File: src/rtl/core/glove_sensor_frame_parser_assert.svh
// ----------------------------------------------------------------------------
// Assertion macros for the glove frame parser
// Implication checks sampled on the rising clock edge, off during reset.
// ----------------------------------------------------------------------------
`ifndef GLOVE_SENSOR_FRAME_PARSER_ASSERT_SVH
`define GLOVE_SENSOR_FRAME_PARSER_ASSERT_SVH

// same-cycle implication
`define GSFP_ASSERT_NOW(lbl, clk, rst_n, ante, cons) \
	lbl: assert property (@(posedge clk) disable iff (!(rst_n)) (ante) |-> (cons)) \
		else $error("gsfp assertion failed");

// next-cycle implication
`define GSFP_ASSERT_NEXT(lbl, clk, rst_n, ante, cons) \
	lbl: assert property (@(posedge clk) disable iff (!(rst_n)) (ante) |=> (cons)) \
		else $error("gsfp assertion failed");

`endif

File: src/rtl/core/gsfp_pkg.sv
// ----------------------------------------------------------------------------
// gsfp_pkg
// Character codes, field numbers, token phases and helpers of the glove
// frame parser.
// ----------------------------------------------------------------------------
package gsfp_pkg;

	localparam int LINE_KEEP_DEF   = 39;
	localparam int FRAC_DIGITS_DEF = 3;

	localparam logic [7:0] CH_NUL   = 8'h00;
	localparam logic [7:0] CH_TAB   = 8'h09;
	localparam logic [7:0] CH_NL    = 8'h0A;
	localparam logic [7:0] CH_CR    = 8'h0D;
	localparam logic [7:0] CH_SPACE = 8'h20;
	localparam logic [7:0] CH_HASH  = 8'h23;
	localparam logic [7:0] CH_PLUS  = 8'h2B;
	localparam logic [7:0] CH_MINUS = 8'h2D;
	localparam logic [7:0] CH_DOT   = 8'h2E;
	localparam logic [7:0] CH_ZERO  = 8'h30;
	localparam logic [7:0] CH_NINE  = 8'h39;
	localparam logic [7:0] CH_SEMI  = 8'h3B;

	localparam logic [3:0] FLD_SYNC     = 4'd0;
	localparam logic [3:0] FLD_HAND     = 4'd1;
	localparam logic [3:0] FLD_FINGER_A = 4'd2;
	localparam logic [3:0] FLD_PRESS_A  = 4'd3;
	localparam logic [3:0] FLD_FINGER_B = 4'd4;
	localparam logic [3:0] FLD_PRESS_B  = 4'd5;
	localparam logic [3:0] FLD_RATE_X   = 4'd6;
	localparam logic [3:0] FLD_RATE_Y   = 4'd7;
	localparam logic [3:0] FLD_RATE_Z   = 4'd8;
	localparam logic [3:0] FLD_MAX      = 4'd15;

	localparam logic [2:0] GEST_NOTHING    = 3'd0;
	localparam logic [2:0] GEST_ZOOM       = 3'd1;
	localparam logic [2:0] GEST_PICK       = 3'd2;
	localparam logic [2:0] GEST_SPIN       = 3'd3;
	localparam logic [2:0] GEST_UNDETECTED = 3'd4;

	localparam logic [31:0] MAG_CAP      = 32'h8000_0000;
	localparam logic [41:0] RATE_MAX     = 42'h7F_FFFF;
	localparam logic [41:0] RATE_MIN_MAG = 42'h80_0000;

	typedef enum logic [4:0] {
		PH_WS   = 5'b00001,
		PH_SIGN = 5'b00010,
		PH_INT  = 5'b00100,
		PH_FRAC = 5'b01000,
		PH_DONE = 5'b10000
	} gsfp_phase_t;

	typedef struct packed {
		logic        left_index;
		logic        left_middle;
		logic        right_index;
		logic        right_middle;
		logic [23:0] rate_x;
		logic [23:0] rate_y;
		logic [23:0] rate_z;
		logic [2:0]  gesture_mode;
		logic        frame_complete;
		logic        resync_seen;
	} gsfp_result_t;

	// scale for missing fraction digits
	function automatic logic [9:0] gsfp_pow10(input logic [1:0] n);
		logic [9:0] r;
		case (n)
			2'd0:    r = 10'd1;
			2'd1:    r = 10'd10;
			2'd2:    r = 10'd100;
			default: r = 10'd1000;
		endcase
		return r;
	endfunction

	function automatic logic [2:0] gsfp_gesture(input logic [3:0] p);
		logic [2:0] g;
		case (p) inside
			4'h0:       g = GEST_NOTHING;
			4'h2, 4'h8: g = GEST_ZOOM;
			4'h1, 4'h4: g = GEST_PICK;
			4'h3, 4'hC: g = GEST_SPIN;
			default:    g = GEST_UNDETECTED;
		endcase
		return g;
	endfunction

endpackage

File: src/rtl/core/glove_sensor_frame_parser.sv
// ----------------------------------------------------------------------------
// glove_sensor_frame_parser: one byte per cycle unless the skid stage is full, state updated at acceptance.
// A newline's report is registered in the output register, or in the skid stage while the output is held.
// Throughput one byte per cycle while in_ready is high; the token update path is combinational.
// Reset clears sync, field and token state, finger bits and gyro values.
// ----------------------------------------------------------------------------
module glove_sensor_frame_parser #(
	parameter int LINE_KEEP       = gsfp_pkg::LINE_KEEP_DEF,
	parameter int FRACTION_DIGITS = gsfp_pkg::FRAC_DIGITS_DEF
) (
	input  logic               clk,
	input  logic               arst_n,
	input  logic               in_valid,
	output logic               in_ready,
	input  logic [7:0]         rx_byte,
	output logic               out_valid,
	input  logic               out_ready,
	output logic               left_index,
	output logic               left_middle,
	output logic               right_index,
	output logic               right_middle,
	output logic signed [23:0] rate_x,
	output logic signed [23:0] rate_y,
	output logic signed [23:0] rate_z,
	output logic [2:0]         gesture_mode,
	output logic               frame_complete,
	output logic               resync_seen
);
	import gsfp_pkg::*;

	`include "glove_sensor_frame_parser_assert.svh"

	localparam logic [5:0] KEEP_LEN = 6'(LINE_KEEP);
	localparam logic [1:0] FD_MAX   = 2'(FRACTION_DIGITS);

	// line and token state
	logic [3:0]  field_cnt_q, field_cnt_d;
	logic [5:0]  line_len_q, line_len_d;
	logic        in_token_q, in_token_d;
	logic        synced_q, synced_d;
	logic [31:0] tok_mag_q, tok_mag_d;
	logic        tok_neg_q, tok_neg_d;
	gsfp_phase_t phase_q, phase_d;
	logic [1:0]  frac_cnt_q, frac_cnt_d;
	logic [1:0]  tok_len_q, tok_len_d;
	logic        first_hash_q, first_hash_d;
	logic        hand_ok_q, hand_ok_d, hand_bit_q, hand_bit_d;
	logic        fing_ok_q, fing_ok_d, fing_bit_q, fing_bit_d;
	logic [3:0]  finger_q, finger_d;
	logic [23:0] rate_q [3];
	logic [23:0] rate_d [3];
	logic        flag_frame_q, flag_frame_d;
	logic        flag_resync_q, flag_resync_d;

	// output register and skid stage
	gsfp_result_t out_q, skid_q, res;
	logic         out_valid_q, skid_valid_q;

	logic        acc, res_fire;
	logic        is_nul, is_nl, is_semi, keep;
	logic        do_finish, do_char;
	logic        is_dig, is_ws, is_sign, is_dot, is_gyro;
	logic        int_ok, int_bit;
	logic [41:0] rate_prod;
	logic [23:0] rate_val;
	logic [35:0] mag_ext;

	assign in_ready = !skid_valid_q;
	assign acc      = in_valid && in_ready;
	assign is_nul   = (rx_byte == CH_NUL);
	assign is_nl    = (rx_byte == CH_NL);
	assign is_semi  = (rx_byte == CH_SEMI);
	assign keep     = (line_len_q < KEEP_LEN);
	assign res_fire = acc && is_nl;

	assign do_finish = acc && in_token_q && (is_nl || (keep && is_semi && !is_nul));
	assign do_char   = acc && !is_nul && !is_nl && !is_semi && keep;

	assign is_dig  = (rx_byte >= CH_ZERO) && (rx_byte <= CH_NINE);
	assign is_ws   = (rx_byte == CH_SPACE) || ((rx_byte >= CH_TAB) && (rx_byte <= CH_CR));
	assign is_sign = (rx_byte == CH_PLUS) || (rx_byte == CH_MINUS);
	assign is_gyro = (field_cnt_q >= FLD_RATE_X) && (field_cnt_q <= FLD_RATE_Z);
	assign is_dot  = (rx_byte == CH_DOT) && is_gyro;

	// integer token reduced to "is it 0 or 1" and its low bit
	assign int_ok  = (tok_mag_q[31:1] == 31'd0) && !(tok_neg_q && tok_mag_q[0]);
	assign int_bit = tok_mag_q[0] && !tok_neg_q;

	assign mag_ext = ({4'd0, tok_mag_q} << 3) + ({4'd0, tok_mag_q} << 1)
		+ {32'd0, rx_byte[3:0]};

	assign rate_prod = {10'd0, tok_mag_q} * {32'd0, gsfp_pow10(FD_MAX - frac_cnt_q)};

	always_comb begin
		if (tok_neg_q) begin
			rate_val = (rate_prod > RATE_MIN_MAG) ? RATE_MIN_MAG[23:0]
				: 24'd0 - rate_prod[23:0];
		end else begin
			rate_val = (rate_prod > RATE_MAX) ? RATE_MAX[23:0] : rate_prod[23:0];
		end
	end

	always_comb begin
		field_cnt_d   = field_cnt_q;
		line_len_d    = line_len_q;
		in_token_d    = in_token_q;
		synced_d      = synced_q;
		tok_mag_d     = tok_mag_q;
		tok_neg_d     = tok_neg_q;
		phase_d       = phase_q;
		frac_cnt_d    = frac_cnt_q;
		tok_len_d     = tok_len_q;
		first_hash_d  = first_hash_q;
		hand_ok_d     = hand_ok_q;
		hand_bit_d    = hand_bit_q;
		fing_ok_d     = fing_ok_q;
		fing_bit_d    = fing_bit_q;
		finger_d      = finger_q;
		rate_d        = rate_q;
		flag_frame_d  = flag_frame_q;
		flag_resync_d = flag_resync_q;

		if (do_finish) begin
			if (field_cnt_q == FLD_SYNC) begin
				if (tok_len_q == 2'd1 && first_hash_q) begin
					if (synced_q)
						flag_resync_d = 1'b1;
					synced_d = 1'b1;
				end
			end else if (synced_q && field_cnt_q <= FLD_RATE_Z) begin
				case (field_cnt_q)
					FLD_HAND: begin
						hand_ok_d  = int_ok;
						hand_bit_d = int_bit;
					end
					FLD_FINGER_A, FLD_FINGER_B: begin
						fing_ok_d  = int_ok;
						fing_bit_d = int_bit;
					end
					FLD_PRESS_A, FLD_PRESS_B: begin
						if (hand_ok_q && fing_ok_q && int_ok)
							finger_d[{hand_bit_q, fing_bit_q}] = int_bit;
					end
					FLD_RATE_X: rate_d[0] = rate_val;
					FLD_RATE_Y: rate_d[1] = rate_val;
					FLD_RATE_Z: begin
						rate_d[2]    = rate_val;
						synced_d     = 1'b0;
						flag_frame_d = 1'b1;
					end
					default: ;
				endcase
			end
			if (field_cnt_q != FLD_MAX)
				field_cnt_d = field_cnt_q + 4'd1;
		end

		// drop token state after it is applied or at line end
		if (do_finish || res_fire) begin
			in_token_d   = 1'b0;
			tok_mag_d    = '0;
			tok_neg_d    = 1'b0;
			phase_d      = PH_WS;
			frac_cnt_d   = '0;
			tok_len_d    = '0;
			first_hash_d = 1'b0;
		end

		if (acc && !is_nul && !is_nl && keep)
			line_len_d = line_len_q + 6'd1;

		if (do_char) begin
			if (!in_token_q) begin
				in_token_d   = 1'b1;
				first_hash_d = (rx_byte == CH_HASH);
			end
			if (tok_len_q != 2'd2)
				tok_len_d = tok_len_q + 2'd1;
			case (phase_q)
				PH_WS, PH_SIGN, PH_INT: begin
					if (phase_q == PH_WS && is_ws) begin
						phase_d = PH_WS;
					end else if (phase_q == PH_WS && is_sign) begin
						tok_neg_d = (rx_byte == CH_MINUS);
						phase_d   = PH_SIGN;
					end else if (is_dig) begin
						tok_mag_d = (mag_ext > {4'd0, MAG_CAP}) ? MAG_CAP : mag_ext[31:0];
						phase_d   = PH_INT;
					end else if (is_dot) begin
						phase_d = PH_FRAC;
					end else begin
						phase_d = PH_DONE;
					end
				end
				PH_FRAC: begin
					if (is_dig) begin
						if (frac_cnt_q < FD_MAX) begin
							tok_mag_d  = (mag_ext > {4'd0, MAG_CAP}) ? MAG_CAP
								: mag_ext[31:0];
							frac_cnt_d = frac_cnt_q + 2'd1;
						end
					end else begin
						phase_d = PH_DONE;
					end
				end
				default: ;
			endcase
		end

		if (res_fire) begin
			field_cnt_d   = '0;
			line_len_d    = '0;
			flag_frame_d  = 1'b0;
			flag_resync_d = 1'b0;
		end
	end

	// report uses the state after the last token of the line is applied
	always_comb begin
		res.left_index     = finger_d[0];
		res.left_middle    = finger_d[1];
		res.right_index    = finger_d[2];
		res.right_middle   = finger_d[3];
		res.rate_x         = rate_d[0];
		res.rate_y         = rate_d[1];
		res.rate_z         = rate_d[2];
		res.gesture_mode   = gsfp_gesture(finger_d);
		res.frame_complete = flag_frame_q || (do_finish && synced_q
			&& field_cnt_q == FLD_RATE_Z);
		res.resync_seen    = flag_resync_q || (do_finish && synced_q
			&& field_cnt_q == FLD_SYNC && tok_len_q == 2'd1 && first_hash_q);
	end

	always_ff @(posedge clk or negedge arst_n) begin
		if (!arst_n) begin
			field_cnt_q   <= '0;
			line_len_q    <= '0;
			in_token_q    <= 1'b0;
			synced_q      <= 1'b0;
			tok_mag_q     <= '0;
			tok_neg_q     <= 1'b0;
			phase_q       <= PH_WS;
			frac_cnt_q    <= '0;
			tok_len_q     <= '0;
			first_hash_q  <= 1'b0;
			hand_ok_q     <= 1'b1;
			hand_bit_q    <= 1'b0;
			fing_ok_q     <= 1'b1;
			fing_bit_q    <= 1'b0;
			finger_q      <= '0;
			rate_q        <= '{default: '0};
			flag_frame_q  <= 1'b0;
			flag_resync_q <= 1'b0;
		end else if (acc) begin
			field_cnt_q   <= field_cnt_d;
			line_len_q    <= line_len_d;
			in_token_q    <= in_token_d;
			synced_q      <= synced_d;
			tok_mag_q     <= tok_mag_d;
			tok_neg_q     <= tok_neg_d;
			phase_q       <= phase_d;
			frac_cnt_q    <= frac_cnt_d;
			tok_len_q     <= tok_len_d;
			first_hash_q  <= first_hash_d;
			hand_ok_q     <= hand_ok_d;
			hand_bit_q    <= hand_bit_d;
			fing_ok_q     <= fing_ok_d;
			fing_bit_q    <= fing_bit_d;
			finger_q      <= finger_d;
			rate_q        <= rate_d;
			flag_frame_q  <= flag_frame_d;
			flag_resync_q <= flag_resync_d;
		end
	end

	always_ff @(posedge clk or negedge arst_n) begin
		if (!arst_n) begin
			out_valid_q  <= 1'b0;
			skid_valid_q <= 1'b0;
		end else begin
			if (!out_valid_q || out_ready) begin
				if (skid_valid_q) begin
					out_valid_q  <= 1'b1;
					skid_valid_q <= 1'b0;
				end else begin
					out_valid_q <= res_fire;
				end
			end else if (res_fire) begin
				skid_valid_q <= 1'b1;
			end
		end
	end

	// payload registers, no reset
	always_ff @(posedge clk) begin
		if (!out_valid_q || out_ready) begin
			if (skid_valid_q)
				out_q <= skid_q;
			else if (res_fire)
				out_q <= res;
		end else if (res_fire) begin
			skid_q <= res;
		end
	end

	assign out_valid      = out_valid_q;
	assign left_index     = out_q.left_index;
	assign left_middle    = out_q.left_middle;
	assign right_index    = out_q.right_index;
	assign right_middle   = out_q.right_middle;
	assign rate_x         = $signed(out_q.rate_x);
	assign rate_y         = $signed(out_q.rate_y);
	assign rate_z         = $signed(out_q.rate_z);
	assign gesture_mode   = out_q.gesture_mode;
	assign frame_complete = out_q.frame_complete;
	assign resync_seen    = out_q.resync_seen;

	`GSFP_ASSERT_NOW(a_skid_behind_out, clk, arst_n, skid_valid_q, out_valid_q)
	`GSFP_ASSERT_NOW(a_line_len_cap, clk, arst_n, 1'b1, line_len_q <= KEEP_LEN)
	`GSFP_ASSERT_NEXT(a_no_report_mid_line, clk, arst_n, acc && !is_nl && !out_valid_q, !out_valid_q)
	`GSFP_ASSERT_NEXT(a_nl_clears_line, clk, arst_n, res_fire, field_cnt_q == FLD_SYNC && line_len_q == 6'd0 && !in_token_q)
	`GSFP_ASSERT_NEXT(a_frame_drops_sync, clk, arst_n, res_fire && res.frame_complete, !synced_q)

endmodule

File: config.mk
export PLATFORM = sky130hd
export DESIGN_NAME = glove_sensor_frame_parser
export DESIGN_NICKNAME = d
export VERILOG_FILES = /design/src/rtl/core/gsfp_pkg.sv /design/src/rtl/core/glove_sensor_frame_parser.sv
export VERILOG_INCLUDE_DIRS = /design/src /design/src/rtl/core
export SDC_FILE = /design/constraint.sdc
export NUM_CORES = 1
export LEC_CHECK = 0
export BUFFER_PORTS_ARGS = -buffer_cell sky130_fd_sc_hd__clkbuf_2
export CORE_UTILIZATION = 48
export CTS_CLUSTER_SIZE = 30
export DETAILED_ROUTE_END_ITERATION = 10
export PLACE_DENSITY_LB_ADDON = 0.25
export SYNTH_ARGS = -nofsm -noshare
export SYNTH_HDL_FRONTEND = slang
export SYNTH_SLANG_ARGS = --single-unit
File: constraint.sdc
create_clock -name clk -period 9.1 [get_ports clk]
set_clock_uncertainty 0.2 [all_clocks]
set_input_delay 0.91 -clock clk [delete_from_list [all_inputs] [get_ports clk]]
set_output_delay 0.91 -clock clk [all_outputs]
set_load 0.01 [all_outputs]
==> results of run 1 <==
==> state kept, by name, summed over array words and instances, names as in the netlist, 5 cells and up <==
signal,flops
skid_q,81
rate_q,72
tok_mag_q,32
rate_x,24
rate_y,24
rate_z,24
line_len_q,6
phase_q,5
==> critical path: cells and delay by family, from the launching register on <==
kind / cells / cell delay [ns]
adders and majority gates: 7 / 3.29
buffers and inverters: 6 / 1.05
AOI/OAI and AO/OA: 9 / 2.33
DFF: 1 / 0.47
and+or+nand+nor: 3 / 0.87
==> cell usage after synthesis (24+ instances only) <==
cell type	instances	share of area, %
nand2_1	294	4.3
clkbuf_1	131	1.9
nor2_1	174	2.5
fa_1	194	15
xor2_1	42	1.4
nor2b_1	24	0.58
ha_1	185	9.0
nand3_1	44	0.85
a31oi_1	48	1.2
a21o_1	42	1.2
xnor2_1	37	1.3
nor3_1	30	0.58
inv_1	254	3.7
dfrtp_1	136	13
nand4_1	30	0.73
edfxtp_1	162	19
or3_1	33	0.80
a22o_1	28	0.95
mux2_2	31	1.4
and2_1	43	1.0
and3_1	51	1.2
a21oi_1	257	5.0
o21ai_0	143	2.8
==> what timing repair did <==
item                                    CTS  global route
endpoints found under the setup margin    0           171
hold buffers                              0             0
setup buffers                             0             0
gates resized for setup                   0             7
==> power by group through the flow <==
stage	clock (mW)	sequential (mW)	combinational, mW
final	1.26	1.49	0.457
after global routing	1.34	1.49	0.507
after CTS	1.28	1.49	0.453
after detailed placement	0	1.52	0.449
after global placement	0	1.51	0.444
after floorplan	0	1.50	0.338
==> final timing paths <==
| path | cells after the start | from | to |
|---|---|---|---|
| max | 25 | frac_cnt_q[0] | skid_q[65] |
| min | 1 | arst_n | rate_q[52] |
| max reg2reg | 25 | frac_cnt_q[0] | skid_q[65] |
| min reg2reg | 2 | rate_q[25] | rate_q[25] |
| max in group asynchronous | 2 | arst_n | tok_mag_q[25] |
| min in group clk | 2 | rate_q[25] | rate_q[25] |
==> cell families after synthesis <==
| kind of cell | Yosys count | share of synthesized area, % |
|---|---|---|
| buffers and inverters | 404 | 6.01 |
| multiplexers | 46 | 1.95 |
| adder cells (fa/ha/maj) | 379 | 24.0 |
| AO/OA/AOI/OAI | 714 | 17.5 |
| AND/OR/NAND/NOR | 821 | 15.5 |
| XOR/XNOR | 79 | 2.68 |
| flip-flops | 301 | 32.3 |
==> through the flow <==
step	total power [mW]	worst slack [ns]	instance area [um^2]	hold slack [ns]	cells
final	3.21	0.555	27900	0.213	3464
after global routing	3.34	0.0194	27900	0.266	3464
after CTS	3.23	0.285	27900	0.267	3464
after detailed placement	1.97	0.326	26900	0.280	3408
after global placement	1.96	0.448	26900	0.267	3408
after floorplan	1.84	1.08	25800	0.255	2744
==> layer usage <==
metal	wire (um)	vias up
met2	32100	566
met4	1270	0
met5	0	-
li1	-	9697
met3	3070	89
met1	29700	10200
==> cell type report <==
cell class,instances,area share [%]
well taps,688,3.08
clock inverters,6,0.426
multi-input cells,2039,57.3
inverters,254,3.41
clock buffers,50,3.17
repair buffers,126,2.70
flip-flops and latches,301,29.9
==> metrics.cfg, run 1 <==
[global_route]
grt.met1_usage_pct = 34.0
grt_pass1_wl_um = 108000
use_met2_pct = 41.8
antenna_found_initial = 0
grt_pass1_vias = 20300
grt_max_degree = 90
grt-busiest-layer = met2
gr-usage-met3_pct = 1.73
grt_usage_pct = 24.5
grt_overflow = 0

[setup_path]
start_kind = flip-flop
path_class = flip-flop to flip-flop
cpPeakStageDelay_ns = 0.60
crit_arrival_ns = 8.61
crit_slowest_cell = a31oi_1
critPathCaptureType = flip-flop
crit_required_ns = 9.17
rrSetupSlack_ns = 0.56
worst-path-max-fanout = 49
cpMostUsedCell = fa_1

[synthesis]
synth_edf_count = 162
synthArstFlopShare_pct = 46.2
synth_cell_types = 91
syn_area_per_cell_um2 = 9.42
ys.flop_type = edfxtp_1
syn_nets = 3135
syn-cell-area_mm2 = 0.0258
ys_ff_latch = 301
syn-instance-count = 2744
yosysWarnings = 0
ys_seq_area_share_pct = 32.3

[power_and_ir_drop]
p_int_mw = 2.37
p_sw_mw = 0.834
pwr-share-comb_pct = 14.2
clkPwrFrac_pct = 39.3
swShare_pct = 26.0
total_leakage_power_nw = 13.6
power.density_mw_per_mm2 = 115
peakVddDrop_mv = 0.133
pwr-share-seq_pct = 46.5

[floorplan]
dieArea_mm2 = 0.0548
start_util_pct = 48.9
core_mm2 = 0.0529
die_h_um = 234
die_width_um = 234
ios = 95
fp-row-count = 84

[worst_hold_path]
hold_path.class = input port to asynchronous set/reset pin

[final_layout]
drive_above_1_share_pct = 9.22
layout_common_cells = nand2_1, a21oi_1, inv_1
nFillCells = 4808
postLayoutCoreUtil_pct = 52.8
final_common_cell = nand2_1
syn2layout_area_growth_pct = 8.07
diodes = 0
multi_input_area_mm2 = 0.0160
fin_nets = 3143
seqCellArea_mm2 = 0.00835

[clock_network]
cts_tree = yes
clkLatencyLatePin_ns = 0.57
cts_buffers = 30
cts.sinks = 301
cts_htree_levels = 1
clkTransAtPathRegs_ns = 0.06
cts-root-buf = clkbuf_16
clk_path_buf_depth = 3

[run_status]
violations = design-rule violations
status = finished, violations left

[sta]
period_needed_ns = 8.54
rsz0062_at_grt = false
slew_viol_final = 0
relSlewSlack_pct = 20.2
setup_viol = 0
hold_viol_final = 0
tns_ns = 0
period_share_pct = 93.9
clock.fmax_mhz = 117
max_slew.worst_pin.slew_ns = 1.19

[routing]
wl_um = 66200
final_antenna_net_count = 0
drc = 13
detail_route.first_pass.iterations = 9
drtIter0Drc = 1659
vias_per_cell = 5.92
wire_per_inst_um = 19.1
vias = 20500

[placed_design]
gp_congestion = 0.953
port_buffers = 94
dp_hpwl_um = 49400

[job]
maxCapViolCount = 0

No activity file was read; power rests on OpenSTA's default activity.
==> inputs of run 2 (changes only) <==
--- a/config.mk
+++ b/config.mk
@@ -8,4 +8,5 @@
 export LEC_CHECK = 0
 export BUFFER_PORTS_ARGS = -buffer_cell sky130_fd_sc_hd__clkbuf_2
+export CORE_ASPECT_RATIO = 0.7
 export CORE_UTILIZATION = 48
 export CTS_CLUSTER_SIZE = 30
==> constraint.sdc (replaced) <==
create_clock -name clk -period 9.1 [get_ports clk]
set_clock_uncertainty 0.2 [all_clocks]
set_input_delay 0.455 -clock clk [delete_from_list [all_inputs] [get_ports clk]]
set_output_delay 0.455 -clock clk [all_outputs]
set_load 0.01 [all_outputs]
==> run 2 against run 1 <==
  * The flow now finishes without violations
  * Clock-buffer cell count decreased by 8
  * Via count grew 1.2%
  * Maximum frequency down 2.4%
  * Sequential share of layout area down 0.13 points
  * Power shrank 1.3%
  * Die area hardly changed
  * Cell count up 1.0%
  * Worst setup slack got worse by 0.21 ns
  * Hold slack worse by 0.17 ns
  * Routed wire length up 4.9%
  * Highest routed layer unchanged
==> metrics.cfg, run 2 (synthesis results as in run 1) <==
[run_status]
status = completed

[sta]
setup_viol = 0
max_slew.worst_pin.slew_ns = 1.17
slew_viol_final = 0
clock.fmax_mhz = 114
relSlewSlack_pct = 22.1
period_share_pct = 96.2
hold_viol_final = 0
period_needed_ns = 8.76

[global_route]
grt_usage_pct = 26.0
grt_pass1_wl_um = 114000
grt_max_degree = 84
antenna_found_initial = 0
grt_pass1_vias = 20500
grt_overflow = 0

[setup_path]
path_class = flip-flop to flip-flop
start_kind = flip-flop
worst-path-max-fanout = 32
critPathCaptureType = flip-flop
crit_arrival_ns = 8.88
crit_required_ns = 9.22

[floorplan]
die_width_um = 279
core_mm2 = 0.0527
fp-row-count = 70
ios = 95
start_util_pct = 49.0
die_h_um = 196
dieArea_mm2 = 0.0548

[final_layout]
largest_register = skid_q
syn2layout_area_growth_pct = 8.53
layout_common_cells = nand2_1, a21oi_1, inv_1
final_common_cell = nand2_1
largest_reg_flops = 81
final_cells = 3499
diodes = 0
postLayoutCoreUtil_pct = 53.2
drive_above_1_share_pct = 9.61
top_regs = skid_q (81), rate_q (72), tok_mag_q (32)
fin_nets = 3148

[routing]
drtIter0Drc = 1969
wire_per_inst_um = 19.8
final_antenna_net_count = 0
drc = 0
vias = 20700
wl_um = 69400
detail_route.first_pass.iterations = 6
vias_per_cell = 5.93

[placed_design]
dp.cells = 3445
dp_hpwl_um = 51900
port_buffers = 94
gp_congestion = 0.937

[clock_network]
cts.sinks = 301
clk_path_buf_depth = 3
clkTransAtPathRegs_ns = 0.07
clkLatencyLatePin_ns = 0.58
cts_buffers = 29
cts_tree = yes
cts-root-buf = clkbuf_16
cts_htree_levels = 1

[power_and_ir_drop]
peakVddDrop_mv = 0.147
total_leakage_power_nw = 13.7
power.density_mw_per_mm2 = 113

[job]
maxCapViolCount = 0

[worst_hold_path]
hold_path.class = input port to flip-flop

[run 2: cell types whose count changed in the layout (fill, tap and decap cells not counted), moves of 2 or more]
cell      change
buf_4         +4
a31oi_4       +5
clkbuf_1      -4
clkinv_1      +2
clkinv_2      +3
a311oi_2      +2
clkbuf_8      -3
a311oi_1      -2
a31oi_1       -6
[run 2: worst max-delay path: stages (launching register included)]
cell,delay (ns)
dfrtp_1,0.47
inv_1,0.12
buf_4,0.39
ha_1,0.27
buf_12,0.23
nand2_1,0.10
fa_1,0.52
inv_1,0.05
fa_1,0.53
inv_1,0.05
fa_1,0.46
fa_1,0.57
inv_1,0.06
fa_1,0.48
ha_1,0.39
a21o_1,0.23
a31oi_1,0.33
o21ai_0,0.19
o211ai_1,0.45
nand3_1,0.27
mux2_2,0.33
o311ai_0,0.39
and4_1,0.32
buf_12,0.20
a41o_1,0.43
o21ai_2,0.13
mux2_1,0.31
[run 2: metrics by stage]
step	instance area, um^2	hold slack, ns	worst slack [ns]	TNS, ns	power, mW
floorplan	25800	-0.0406	1.08	0	1.84
global placement	27000	0.270	0.491	0	1.96
detailed placement	27000	0.285	0.428	0	1.97
CTS	27900	0.0354	0.387	0	3.16
global route	28000	0.0469	-0.0113	-0.0282	3.29
finish	28000	0.0435	0.342	0	3.17
[run 2: path summary, 6_finish.rpt]
kind | to | cells after the start | slack, ns | start
max | rate_y[23] | 26 | 0.34 | frac_cnt_q[0]
min | tok_len_q[0] | 3 | 0.04 | in_valid
max reg2reg | rate_y[23] | 26 | 0.34 | frac_cnt_q[0]
min reg2reg | rate_q[25] | 2 | 0.30 | rate_q[25]
max in group asynchronous | rate_q[9] | 3 | 6.94 | arst_n
min in group asynchronous | rate_q[70] | 2 | 0.30 | arst_n
[run 2: layout make-up]
cell class / count / area (um^2)
repair buffers: 132 / 815
flip-flops and latches: 301 / 8350
inverters: 254 / 953
multi-input cells: 2039 / 16100
well taps: 720 / 901
clock buffers: 42 / 805
clock inverters: 11 / 124
fillers: 4794 / 24700
[run 2: repair_timing]
item / CTS / global route
gates resized for setup: 0 / 19
hold buffers: 1 / 0
endpoints found under the hold margin: 78 / 0
setup endpoints to repair: 0 / 135
buffers inserted: 0 / 0
[run 2: routing by layer]
layer | vias to the layer above | GRT usage [%] | wire (um)
li1 | 9691 | - | -
met1 | 10300 | 41.4 | 34200
met2 | 718 | 38.4 | 29900
met3 | 60 | 3.45 | 4640
met4 | 0 | 3.30 | 698
met5 | - | 0 | 0
[run 2: power by group]
part	switching [mW]	total, mW	internal [mW]
Clock	0.529	1.20	0.673
Combinational	0.300	0.476	0.176
Sequential	0.0330	1.49	1.45
